### src/bxd_pkg.sv
// ----------------------------------------------------------------------------
// bxd_pkg - shared types and constants for the packet deframer
// Item codes, queue entry layout, parser phases, reply bytes and status codes.
// ----------------------------------------------------------------------------
`default_nettype none

package bxd_pkg;

  // Largest outer payload accepted in one packet
  localparam logic [7:0] MAX_OUTER_PAYLOAD = 8'd126;

  // Queue depth between front and back
  localparam int unsigned QUEUE_DEPTH = 4;
  localparam int unsigned QUEUE_AW    = $clog2(QUEUE_DEPTH);

  // Reply bytes sent back over the link
  localparam logic [7:0] REPLY_ACK = 8'h60;
  localparam logic [7:0] REPLY_NAK = 8'hA8;

  // Input action codes
  localparam logic [1:0] ACT_BYTE  = 2'd0;
  localparam logic [1:0] ACT_START = 2'd1;
  localparam logic [1:0] ACT_FLUSH = 2'd2;

  // Result kinds
  localparam logic KIND_BODY  = 1'b0;
  localparam logic KIND_REPLY = 1'b1;

  // Classified operation carried through the queue
  typedef enum logic [1:0] {
    OP_BYTE,
    OP_START,
    OP_FLUSH
  } op_t;

  typedef struct packed {
    op_t        op;
    logic [7:0] data;   // already bit-reversed
  } item_t;

  // Outer packet parser phase
  typedef enum logic [2:0] {
    PH_HEADER,
    PH_PAYLOAD,
    PH_CHECK,
    PH_DISCARD,
    PH_ENDED
  } phase_t;

  // Result status codes
  typedef enum logic [2:0] {
    ST_BUSY,
    ST_DONE_OK,
    ST_TOO_SHORT,
    ST_INNER_BAD,
    ST_BAD_LENGTH,
    ST_OUTER_BAD
  } status_t;

  // Push side of the queue
  typedef struct packed {
    logic  valid;
    item_t item;
  } push_t;

endpackage

`default_nettype wire

### src/bitrev_xor_packet_deframer.sv
// An input beat is queued; the parser pops it and registers its result.
// Throughput: one input beat per cycle unless the queue is full; the parser retires
//   one queued item per cycle whenever its output register is free or being taken.
// A four-entry queue separates the input side from the parser and result.
// Reset (rst, synchronous): empties the queue and output register and puts
//   the parser in the wait-for-header state with an inner size of 126.
// ----------------------------------------------------------------------------
// bitrev_xor_packet_deframer - top level
// Bit-reversed serial byte deframer with outer and inner XOR checks, giving
// tentative body bytes and ACK/NAK reply beats.
// ----------------------------------------------------------------------------
`default_nettype none

module bitrev_xor_packet_deframer (
  input  wire logic       clk,
  input  wire logic       rst,
  input  wire logic       in_valid,
  output logic            in_stall,
  input  wire logic [1:0] action,
  input  wire logic [7:0] rx_byte,
  output logic            out_valid,
  input  wire logic       out_stall,
  output logic            kind,
  output logic [7:0]      out_byte,
  output logic [2:0]      status,
  output logic            last
);
  import bxd_pkg::*;

  push_t push;
  item_t head;
  logic  q_full;
  logic  q_empty;
  logic  pop;

  bxd_front u_front (
    .in_valid (in_valid),
    .in_stall (in_stall),
    .action   (action),
    .rx_byte  (rx_byte),
    .q_full   (q_full),
    .push     (push)
  );

  bxd_queue u_queue (
    .clk   (clk),
    .rst   (rst),
    .push  (push),
    .full  (q_full),
    .empty (q_empty),
    .pop   (pop),
    .head  (head)
  );

  bxd_back u_back (
    .clk       (clk),
    .rst       (rst),
    .q_empty   (q_empty),
    .head      (head),
    .pop       (pop),
    .out_valid (out_valid),
    .out_stall (out_stall),
    .kind      (kind),
    .out_byte  (out_byte),
    .status    (status),
    .last      (last)
  );

endmodule

`default_nettype wire

### src/bxd_front.sv
// ----------------------------------------------------------------------------
// bxd_front - input stage of the deframer
// Takes input beats, bit-reverses the byte, classifies the action and pushes
// meaningful items into the queue. Unused action codes are swallowed.
// ----------------------------------------------------------------------------
`default_nettype none

module bxd_front (
  input  wire logic         in_valid,
  output logic              in_stall,
  input  wire logic [1:0]   action,
  input  wire logic [7:0]   rx_byte,
  input  wire logic         q_full,
  output bxd_pkg::push_t    push
);
  import bxd_pkg::*;

  logic [7:0] flipped;
  op_t        op;
  logic       keep;

  // Bit reversal: bit 0 <-> bit 7 and so on
  always_comb begin
    for (int k = 0; k < 8; k++) begin
      flipped[7 - k] = rx_byte[k];
    end
  end

  // Classify the action; unused code is dropped
  always_comb begin
    op   = OP_BYTE;
    keep = 1'b1;
    case (action)
      ACT_BYTE:  op = OP_BYTE;
      ACT_START: op = OP_START;
      ACT_FLUSH: op = OP_FLUSH;
      default:   keep = 1'b0;
    endcase
  end

  assign in_stall        = q_full;
  assign push.valid      = in_valid && !q_full && keep;
  assign push.item.op    = op;
  assign push.item.data  = flipped;

endmodule

`default_nettype wire

### src/bxd_queue.sv
// ----------------------------------------------------------------------------
// bxd_queue - short FIFO between front and back
// Small register FIFO so that each side can stall on its own.
// ----------------------------------------------------------------------------
`default_nettype none

module bxd_queue (
  input  wire logic           clk,
  input  wire logic           rst,
  input  wire bxd_pkg::push_t push,
  output logic                full,
  output logic                empty,
  input  wire logic           pop,
  output bxd_pkg::item_t      head
);
  import bxd_pkg::*;

  item_t               slots [QUEUE_DEPTH];
  logic [QUEUE_AW-1:0] wr_ptr;
  logic [QUEUE_AW-1:0] rd_ptr;
  logic [QUEUE_AW:0]   count;
  logic                do_push;
  logic                do_pop;

  assign full    = (count == (QUEUE_AW+1)'(QUEUE_DEPTH));
  assign empty   = (count == '0);
  assign do_push = push.valid && !full;
  assign do_pop  = pop && !empty;
  assign head    = slots[rd_ptr];

  // Entry storage
  always_ff @(posedge clk) begin
    if (do_push) begin
      slots[wr_ptr] <= push.item;
    end
  end

  // Pointers and fill level
  always_ff @(posedge clk) begin
    if (rst) begin
      wr_ptr <= '0;
      rd_ptr <= '0;
      count  <= '0;
    end else begin
      if (do_push) begin
        wr_ptr <= wr_ptr + 1'b1;
      end
      if (do_pop) begin
        rd_ptr <= rd_ptr + 1'b1;
      end
      if (do_push && !do_pop) begin
        count <= count + 1'b1;
      end else if (do_pop && !do_push) begin
        count <= count - 1'b1;
      end
    end
  end

`ifndef SYNTHESIS
  a_count_bound: assert property (@(posedge clk) disable iff (rst)
    count <= (QUEUE_AW+1)'(QUEUE_DEPTH))
    else $error("queue fill level beyond depth");

  a_count_up: assert property (@(posedge clk) disable iff (rst)
    (do_push && !do_pop) |=> (count == $past(count) + 1'b1))
    else $error("queue fill level missed a push");

  a_ptr_gap: assert property (@(posedge clk) disable iff (rst)
    (QUEUE_AW'(rd_ptr + count[QUEUE_AW-1:0]) == wr_ptr))
    else $error("queue pointers disagree with fill level");
`endif

endmodule

`default_nettype wire

### src/bxd_back.sv
// ----------------------------------------------------------------------------
// bxd_back - packet parser and result register
// Pops classified items, runs the outer/inner packet state and holds at most
// one result in an output register.
// ----------------------------------------------------------------------------
`default_nettype none

module bxd_back (
  input  wire logic            clk,
  input  wire logic            rst,
  input  wire logic            q_empty,
  input  wire bxd_pkg::item_t  head,
  output logic                 pop,
  output logic                 out_valid,
  input  wire logic            out_stall,
  output logic                 kind,
  output logic [7:0]           out_byte,
  output logic [2:0]           status,
  output logic                 last
);
  import bxd_pkg::*;

  // Parser state
  phase_t      phase, phase_next;
  logic [7:0]  outer_length, outer_length_next;
  logic [7:0]  outer_position, outer_position_next;
  logic [7:0]  outer_parity, outer_parity_next;
  logic [16:0] inner_received, inner_received_next;
  logic [16:0] inner_expected, inner_expected_next;
  logic [7:0]  inner_parity, inner_parity_next;
  logic [7:0]  pending_inner_parity, pending_inner_parity_next;
  logic [7:0]  size_low_byte, size_low_byte_next;

  // Result of the current item
  logic        res_valid;
  logic        res_kind;
  logic [7:0]  res_byte;
  status_t     res_status;
  logic        res_last;

  // Shared arithmetic
  logic [7:0]  b;
  logic [16:0] gap;
  logic [7:0]  room;
  logic [17:0] idx;
  logic        idx_in;
  logic        idx_body;
  logic [16:0] size_total;
  logic [7:0]  pos_inc;
  logic [16:0] recv_sum;

  assign b   = head.data;
  assign pop = !q_empty && (!out_valid || !out_stall);

  // Room left in the inner message, capped at one packet
  always_comb begin
    gap = inner_expected - inner_received;
    if (inner_expected <= inner_received) begin
      room = 8'd0;
    end else if (gap > 17'(MAX_OUTER_PAYLOAD)) begin
      room = MAX_OUTER_PAYLOAD;
    end else begin
      room = gap[7:0];
    end
  end

  assign idx        = {1'b0, inner_received} + 18'(outer_position);
  assign idx_in     = idx < {1'b0, inner_expected};
  assign idx_body   = (19'(idx) + 19'd1) < 19'(inner_expected);
  assign size_total = 17'({b, size_low_byte}) + 17'd3;
  assign pos_inc    = outer_position + 8'd1;
  assign recv_sum   = inner_received + 17'(outer_length);

  // Next state and result
  always_comb begin
    phase_next                = phase;
    outer_length_next         = outer_length;
    outer_position_next       = outer_position;
    outer_parity_next         = outer_parity;
    inner_received_next       = inner_received;
    inner_expected_next       = inner_expected;
    inner_parity_next         = inner_parity;
    pending_inner_parity_next = pending_inner_parity;
    size_low_byte_next        = size_low_byte;
    res_valid                 = 1'b0;
    res_kind                  = KIND_BODY;
    res_byte                  = b;
    res_status                = ST_BUSY;
    res_last                  = 1'b0;

    if (pop) begin
      case (head.op)
        OP_START: begin
          phase_next                = PH_HEADER;
          outer_length_next         = '0;
          outer_position_next       = '0;
          outer_parity_next         = '0;
          inner_received_next       = '0;
          inner_expected_next       = 17'(MAX_OUTER_PAYLOAD);
          inner_parity_next         = '0;
          pending_inner_parity_next = '0;
          size_low_byte_next        = '0;
        end
        OP_FLUSH: begin
          if (phase != PH_ENDED) begin
            if (phase inside {PH_PAYLOAD, PH_CHECK}) begin
              pending_inner_parity_next = inner_parity;
              if (inner_received == '0) begin
                inner_expected_next = 17'(MAX_OUTER_PAYLOAD);
              end
            end
            phase_next = PH_HEADER;
          end
        end
        OP_BYTE: begin
          case (phase)
            PH_HEADER: begin
              if (b > room) begin
                phase_next = PH_DISCARD;
                res_valid  = 1'b1;
                res_kind   = KIND_REPLY;
                res_byte   = REPLY_NAK;
                res_status = ST_BAD_LENGTH;
              end else begin
                outer_length_next         = b;
                outer_parity_next         = b;
                outer_position_next       = '0;
                pending_inner_parity_next = inner_parity;
                phase_next = (b == 8'd0) ? PH_CHECK : PH_PAYLOAD;
              end
            end
            PH_PAYLOAD: begin
              if (idx_in) begin
                pending_inner_parity_next = pending_inner_parity ^ b;
                if (idx == '0) begin
                  size_low_byte_next = b;
                end else if (idx == 18'd1) begin
                  inner_expected_next = size_total;
                end else if (idx_body) begin
                  res_valid = 1'b1;
                end
              end
              outer_parity_next   = outer_parity ^ b;
              outer_position_next = pos_inc;
              if (pos_inc >= outer_length) begin
                phase_next = PH_CHECK;
              end
            end
            PH_CHECK: begin
              res_valid = 1'b1;
              res_kind  = KIND_REPLY;
              if (b != outer_parity) begin
                // Outer checksum bad: drop the packet
                pending_inner_parity_next = inner_parity;
                if (inner_received == '0) begin
                  inner_expected_next = 17'(MAX_OUTER_PAYLOAD);
                end
                phase_next = PH_HEADER;
                res_byte   = REPLY_NAK;
                res_status = ST_OUTER_BAD;
              end else begin
                inner_received_next = recv_sum;
                inner_parity_next   = pending_inner_parity;
                res_byte            = REPLY_ACK;
                if (inner_received == '0 && outer_length < 8'd2) begin
                  phase_next = PH_ENDED;
                  res_status = ST_TOO_SHORT;
                  res_last   = 1'b1;
                end else if (recv_sum >= inner_expected) begin
                  phase_next = PH_ENDED;
                  res_status = (pending_inner_parity == '0) ? ST_DONE_OK : ST_INNER_BAD;
                  res_last   = 1'b1;
                end else begin
                  phase_next = PH_HEADER;
                end
              end
            end
            default: ;
          endcase
        end
        default: ;
      endcase
    end
  end

  // Parser state register
  always_ff @(posedge clk) begin
    if (rst) begin
      phase                <= PH_HEADER;
      outer_length         <= '0;
      outer_position       <= '0;
      outer_parity         <= '0;
      inner_received       <= '0;
      inner_expected       <= 17'(MAX_OUTER_PAYLOAD);
      inner_parity         <= '0;
      pending_inner_parity <= '0;
      size_low_byte        <= '0;
    end else begin
      phase                <= phase_next;
      outer_length         <= outer_length_next;
      outer_position       <= outer_position_next;
      outer_parity         <= outer_parity_next;
      inner_received       <= inner_received_next;
      inner_expected       <= inner_expected_next;
      inner_parity         <= inner_parity_next;
      pending_inner_parity <= pending_inner_parity_next;
      size_low_byte        <= size_low_byte_next;
    end
  end

  // Output register valid bit: loads whenever an item is popped, else clears once taken
  always_ff @(posedge clk) begin
    if (rst) begin
      out_valid <= 1'b0;
    end else if (pop) begin
      out_valid <= res_valid;
    end else if (!out_stall) begin
      out_valid <= 1'b0;
    end
  end

  always_ff @(posedge clk) begin
    if (pop && res_valid) begin
      kind     <= res_kind;
      out_byte <= res_byte;
      status   <= res_status;
      last     <= res_last;
    end
  end

`ifndef SYNTHESIS
  a_body_plain: assert property (@(posedge clk) disable iff (rst)
    (out_valid && kind == KIND_BODY) |-> (status == ST_BUSY && !last))
    else $error("body beat carries a status or end mark");

  a_pos_in_packet: assert property (@(posedge clk) disable iff (rst)
    (phase == PH_PAYLOAD) |-> (outer_position < outer_length))
    else $error("payload position past packet length");

  a_no_pop_when_held: assert property (@(posedge clk) disable iff (rst)
    (out_valid && out_stall) |-> !pop)
    else $error("item popped while result held");

  a_end_reply: assert property (@(posedge clk) disable iff (rst)
    (pop && res_last) |=> (phase == PH_ENDED && out_valid && kind == KIND_REPLY))
    else $error("message end without reply or ended phase");
`endif

endmodule

`default_nettype wire

### config.mk
export PLATFORM = sky130hd
export DESIGN_NAME = bitrev_xor_packet_deframer
export DESIGN_NICKNAME = d
export VERILOG_FILES = /design/src/bxd_pkg.sv /design/src/bitrev_xor_packet_deframer.sv /design/src/bxd_front.sv /design/src/bxd_queue.sv /design/src/bxd_back.sv
export SDC_FILE = /design/constraint.sdc
export NUM_CORES = 1
export LEC_CHECK = 0
export ABC_CLOCK_PERIOD_IN_PS = 5300
export BUFFER_PORTS_ARGS = -buffer_cell sky130_fd_sc_hd__clkbuf_2
export CORE_MARGIN = 2
export CORE_UTILIZATION = 60
export DETAILED_ROUTE_END_ITERATION = 6
export PLACE_DENSITY = 0.85
export SLEW_MARGIN = 20
export SYNTH_ARGS = -nofsm -noshare
export SYNTH_HDL_FRONTEND = slang
export SYNTH_HIERARCHICAL = 1
export SYNTH_SLANG_ARGS = --single-unit
### constraint.sdc
create_clock -name clk -period 5.3 [get_ports clk]
set_input_delay 1.06 -clock clk [delete_from_list [all_inputs] [get_ports clk]]
set_output_delay 1.06 -clock clk [all_outputs]
set_load 0.02 [all_outputs]
==> qor.yml, run 1 <==
final_max_slew_viol_count: 0
die-area_um2: 19800
utilization_pct: 66.1
overflow: 0
ios: 29
start_kind: "register"
grt.total_usage_pct: 32.1
grt_pass1_vias: 9724
antenna_left: 0
grt_max_degree: 81
fmax_ghz: 0.198
dp_hpwl_mm: 22.5
drcViolationCount: 0
worstMarginPinSlew_ns: 1.15
insertion_delay_ns: 0.43
place_congestion: 1.07
power.density_nw_per_um2: 426
syn2layout_area_growth_pct: 9.05
grt_pass1_wl_mm: 50.3
netlist_area_um2: 11200
clock_path_buffers: 2
rows: 50
path_class: "reg -> reg"
ctsHoldBuffers: 0
synth_cell_type_count: 101
fin_skew_ns: 0.0117
avgSynthCellArea_um2: 8.91
numCtsBuffers: 17
synth-seq-area-share_pct: 31.1
synth.area.top_cells: "dfxtp_1, edfxtp_1, ha_1, xnor2_1, a21oi_1"
cts-root-buf: "clkbuf_16"
cp.required_ns: 5.44
final_nets: 1404
start_util_pct: 60.6
setup_viol: 0
synthArstFlopShare_pct: 0
period_share_pct: 95.1
wl_per_cell_um: 20.9
synth_cells: 1260
clock-sinks: 148
cp_max_fo: 13
fp.coreArea_um2: 18500
wl_met3_mm: 2.83
dr_wl_met2_mm: 14.8
top_register: "u_queue/slots"
r2r_end: "u_back/status[2]"
totalWireLength_mm: 31.9
top_layer_used: "met4"
yosysTopAreaCellShare_pct: 16.9
dpl_worst_slack_ns: 0.144
multi_input_area_um2: 7130
drt_first_pass_iters: 7
clkTransAtPathRegs_ns: 0.07
reg2reg_setup_slack_ns: 0.26
timing.final.ws_setup_ns: 0.258
via_per_inst: 6.74
cp-end-kind: "register"
outcome: "finished clean"
synth_most_common_cell: "ha_1"
final-hold-violation-count: 0
cts_htree_levels: 4
drive_gt1_share_pct: 12.1
ys_ff_latch: 148
fill_cells: 1440
fin_tns_setup_ns: 0
placedCellCount: 1493
power_leakage_nw: 4.96
timing.critical_path.to: "u_back/status[2]"
critPathLaunch: "u_back/inner_received[0]"
routed-via-count: 10275
synth_nets: 1386
yosys-top-cells-count: "ha_1, nor2_1, dfxtp_1"
synth_area_leader_cell: "dfxtp_1"
tritoncts: "built"
dieWidth_um: 141
yosysWarnings: 6
whs_ns: 0.508
post_cts_buffers: 0
hold_start: "u_back/pending_inner_parity[7]"
drtIter0Drc: 1099
register_area_um2: 3500
maxCapViolations: 0
hold_class: "reg -> reg"
fin_crit_ns: 5.04
die_h_um: 141
reg2reg_depth: 19
antenna_found_initial: 0
cp.arrival_ns: 5.18
largestRegisters: "u_queue/slots: 40 flops, u_back/inner_expected: 17 flops, u_back/inner_received: 17 flops"
vdd_drop_max_uv: 336
slew_headroom_pct: 23.0
synthFlopType: "dfxtp_1"
synth-edff-count: 53
largest_register_ffs: 40
diodes: 0
finalNonFillerCells: 1525
wirelength_met1_mm: 12.7
io_buffers: 28
r2r-start: "u_back/inner_received[0]"
layer usage:
| metal | up-vias | global-route usage (%) |
|---|---|---|
| met5 | - | 0 |
| li1 | 4700 | - |
| met4 | 0 | 16.1 |
| met2 | 599 | 52.3 |
| met3 | 145 | 6.15 |
| met1 | 4831 | 40.8 |
worst min path at each step:
stage	end	slack (ns)	cells after the start
2_1_floorplan	u_back/inner_expected[0]	0.45	1
3_3_place_gp	u_back/pending_inner_parity[3]	0.49	2
3_5_place_dp	u_back/outer_length[3]	0.48	2
4_1_cts	u_back/outer_length[4]	0.51	2
5_1_grt	u_back/outer_length[3]	0.52	2
6_report	u_back/pending_inner_parity[7]	0.51	2
power by group:
part	internal, W	switching (W)	total, W	leakage [nW]
registers	0.00133	0.000144	0.00147	1.26
clock network	0.000719	0.000552	0.00127	0.300
logic	0.000935	0.00154	0.00247	3.40
cell families (layout without fill, tap and decap cells):
kind of cell             after synthesis  in the layout  share of synthesized area, %
AO/OA/AOI/OAI                        356            356                          22.5
XOR/XNOR                              86             86                          6.78
adder cells (fa/ha/maj)              112            112                          12.8
buffers and inverters                145            176                          5.84
flip-flops                           148            148                          31.1
multiplexers                          17             17                          2.66
other                                  1              1                        0.0334
AND/OR/NAND/NOR                      395            395                          18.3
cell usage in the layout, fill, tap and decap left out, drive strengths merged, types with 45 or more instances in the layout:
cell    instances
a21oi          83
nand2          86
clkbuf         45
dfxtp          95
o21ai          59
nor2          106
inv            92
xnor2          60
edfxtp         53
ha            108
per-stage QoR:
step                total power, W  instance area [µm²]
detailed placement         0.00379                11600
global route               0.00548                12200
finish                     0.00522                12200
global placement           0.00371                11600
CTS                        0.00509                12200
floorplan                  0.00322                11200
repair_timing:
item,in CTS,in global routing
hold endpoints to repair,0,0
resized for setup,0,16
endpoints found under the setup margin,0,53
area by class of cell:
cell class / instances / area share, %
multi-input combinational: 967 / 58.3
sequential: 148 / 28.6
clock buffer: 17 / 3.48
timing repair buffer: 59 / 3.15
inverter: 85 / 2.61
tap: 234 / 2.39
clock inverter: 15 / 1.55
worst max-delay path, cell delays in order, from the launching register on:
cell and delay [ns]:
dfxtp_1 0.40, ha_1 0.22, inv_1 0.06, fa_1 0.40, nand2b_1 0.22, a21oi_2 0.19, o32ai_1 0.17, or4_1 0.57
or4b_4 0.58, nor2_1 0.15, xor2_1 0.09, ha_1 0.19, a21o_1 0.18, a21oi_1 0.15, o21ai_0 0.10, a221oi_1 0.27
nand4b_1 0.21, nor3_4 0.26, o21a_1 0.20, buf_12 0.15
Note: power is estimated with default switching activity, not from simulation.
==> run 2: changes to the inputs <==
--- a/config.mk
+++ b/config.mk
@@ -7,6 +7,7 @@
 export LEC_CHECK = 0
 export ABC_CLOCK_PERIOD_IN_PS = 5300
 export BUFFER_PORTS_ARGS = -buffer_cell sky130_fd_sc_hd__clkbuf_2
+export CORE_ASPECT_RATIO = 1.25
 export CORE_MARGIN = 2
 export CORE_UTILIZATION = 60
 export DETAILED_ROUTE_END_ITERATION = 6
==> run 2 against run 1 <==
The flow now finishes with violations (design-rule violations). Critical path depth is the same. Clock power is essentially flat. First-iteration DRC count shrank 19%. Sequential cell count is the same.
==> qor.yml, run 2 (same netlist as run 1, synthesis figures left out) <==
switchingPower_w: 0.00222  # -0.58%
drt_first_pass_iters: 7  # unchanged
tritoncts: "built"
outcome: "complete, but fails checks"
totalWireLength_mm: 31.8  # -0.23%
period_share_pct: 95.7  # +0.58 points
start_util_pct: 61.6  # +0.94 points
via_per_inst: 6.59  # -2.2%
finalPower_w: 0.00526  # +0.88%
ctsHoldBuffers: 0  # unchanged
drtIter0Drc: 886  # -19%
clock_path_buffers: 2  # unchanged
fill_cells: 1408  # -2.2%
p_int_w: 0.00304  # +2.0%
grt_pass1_vias: 9736  # +0.12%
numCtsBuffers: 17  # unchanged
drive_gt1_share_pct: 13.4  # +1.3 points
start_kind: "register"
layout_commonest_cell: "ha_1"
grt_max_degree: 48  # -41%
power_leakage_nw: 5.06  # +2.0%
dp_hpwl_mm: 23.6  # +4.6%
cp.arrival_ns: 5.22  # +0.04 ns
antenna_found_initial: 0  # unchanged
clock-sinks: 148  # unchanged
maxCapViolations: 0  # unchanged
hold_class: "reg -> reg"
power.density_nw_per_um2: 425  # -0.17%
clock_power_share_pct: 23.7  # -0.7 points
final_nets: 1420  # +1.1%
fmax_ghz: 0.197  # -0.61%
final-hold-violation-count: 0  # unchanged
die-area_um2: 19800  # about the same
overflow: 0  # unchanged
clkTransAtPathRegs_ns: 0.06  # about the same
top_register: "u_queue/slots"
cp_max_fo: 13  # unchanged
antenna_left: 0  # unchanged
vdd_drop_max_uv: 466  # +38%
drcViolationCount: 1  # +1
syn2layout_area_growth_pct: 10.2
cp.required_ns: 5.45  # about the same
path_class: "reg -> reg"
fin_crit_ns: 5.07  # +0.0309 ns
failed_checks: "design-rule violations"
io_buffers: 28  # unchanged
insertion_delay_ns: 0.44  # about the same
critPathLaunch: "u_back/outer_position[1]"
wl_per_cell_um: 20.7  # -0.88%
ios: 29  # unchanged
slew_headroom_pct: 29.5  # +6.5 points
power.share.sequential_pct: 28.0  # -0.3 points
fin_skew_ns: 0.00828  # -0.00338 ns
timing.critical_path.to: "u_back/kind"
r2r-start: "u_back/outer_position[1]"
dieWidth_um: 126  # -10%
reg2reg_depth: 19  # unchanged
worstMarginPinSlew_ns: 1.05  # -0.0977 ns
rows: 55  # +10%
final_max_slew_viol_count: 0  # unchanged
r2r_end: "u_back/kind"
reg2reg_setup_slack_ns: 0.23  # -0.03 ns
cts-root-buf: "clkbuf_16"
largestRegisters: "u_queue/slots: 40 flops, u_back/inner_expected: 17 flops, u_back/inner_received: 17 flops"
final_cell_mix: "ha_1, nor2_1, dfxtp_1, nand2_1, inv_1"
routed-via-count: 10118  # -1.5%
setup_viol: 0  # unchanged
switching_share_pct: 42.2  # -0.62 points
fp.coreArea_um2: 18200  # -1.5%
grt.total_usage_pct: 32.3  # +0.24 points
whs_ns: 0.502  # -0.00650 ns
cp-end-kind: "register"
place_congestion: 0.998  # -6.8%
diodes: 0  # unchanged
power_frac_comb_pct: 48.3  # +0.9 points
utilization_pct: 67.8  # +1.7 points
grt_pass1_wl_mm: 50.6  # +0.59%
largest_register_ffs: 40  # unchanged
die_h_um: 157  # +11%
cts_htree_levels: 4  # unchanged
-- run 2: how the worst min path moves through the flow --
| stage | from | to | slack [ns] | depth (start not counted) |
|---|---|---|---|---|
| finish | u_back/outer_position[7] | u_back/outer_position[7] | 0.50 | 2 |
| global route | u_back/size_low_byte[0] | u_back/inner_expected[0] | 0.52 | 1 |
| CTS | u_back/pending_inner_parity[1] | u_back/pending_inner_parity[1] | 0.50 | 2 |
| detailed placement | u_back/outer_position[7] | u_back/outer_position[7] | 0.49 | 2 |
| global placement | u_back/outer_position[7] | u_back/outer_position[7] | 0.48 | 2 |
| floorplan | u_back/size_low_byte[0] | u_back/inner_expected[0] | 0.45 | 1 |
-- run 2: per-stage QoR --
stage          worst slack, ns  instance area [µm²]  cells  TNS (ns)
3_3_place_gp             0.106                11700   1501         0
2_1_floorplan            0.590                11200   1260         0
6_report                 0.227                12400   1535         0
4_1_cts                 0.0269                12300   1533         0
5_1_grt                -0.0195                12400   1535    -0.242
3_5_place_dp            0.0960                11700   1501         0
-- run 2: timing repair --
item,4_1_cts,5_1_grt
setup endpoints to repair,0,57
buffers inserted,0,2
resized for setup,0,21
-- run 2: routing by layer --
layer  vias up  routed length (µm)  track usage (%)
met5         -                   0                0
met4         0                1680             17.9
met3       119                2060             4.35
met2       451               16000             56.6
met1      4800               12100             38.1
li1       4748                   -                -
-- run 2: critical path, stage by stage (launching register included) --
cell	delay, ns
dfxtp_1	0.45
inv_1	0.11
fa_1	0.48
nand2b_2	0.25
a21oi_2	0.19
o32ai_1	0.13
or4_4	0.55
or4b_4	0.57
nor2_1	0.15
xor2_1	0.10
ha_1	0.20
a21o_1	0.17
a21oi_1	0.13
o21ai_0	0.11
a221oi_1	0.31
buf_4	0.18
nand4b_1	0.14
nor3_4	0.22
o21a_1	0.18
buf_12	0.15
-- run 2: power by group through the flow --
stage	clock (W)	sequential, W	combinational, W
after detailed placement	0	0.00150	0.00238
after floorplan	0	0.00145	0.00177
after global placement	0	0.00149	0.00232
after global routing	0.00130	0.00149	0.00277
final	0.00125	0.00147	0.00254
after CTS	0.00126	0.00147	0.00241
-- run 2: area by class of cell --
type                    instances  area (µm²)  share of cell area, %
inverters                      85         319                   2.58
flip-flops and latches        148        3500                   28.3
well taps                     228         285                   2.31
multi-input cells             967        7140                   57.7
clock buffers                  17         425                   3.44
repair buffers                 75         518                   4.19
clock inverters                15         181                   1.47
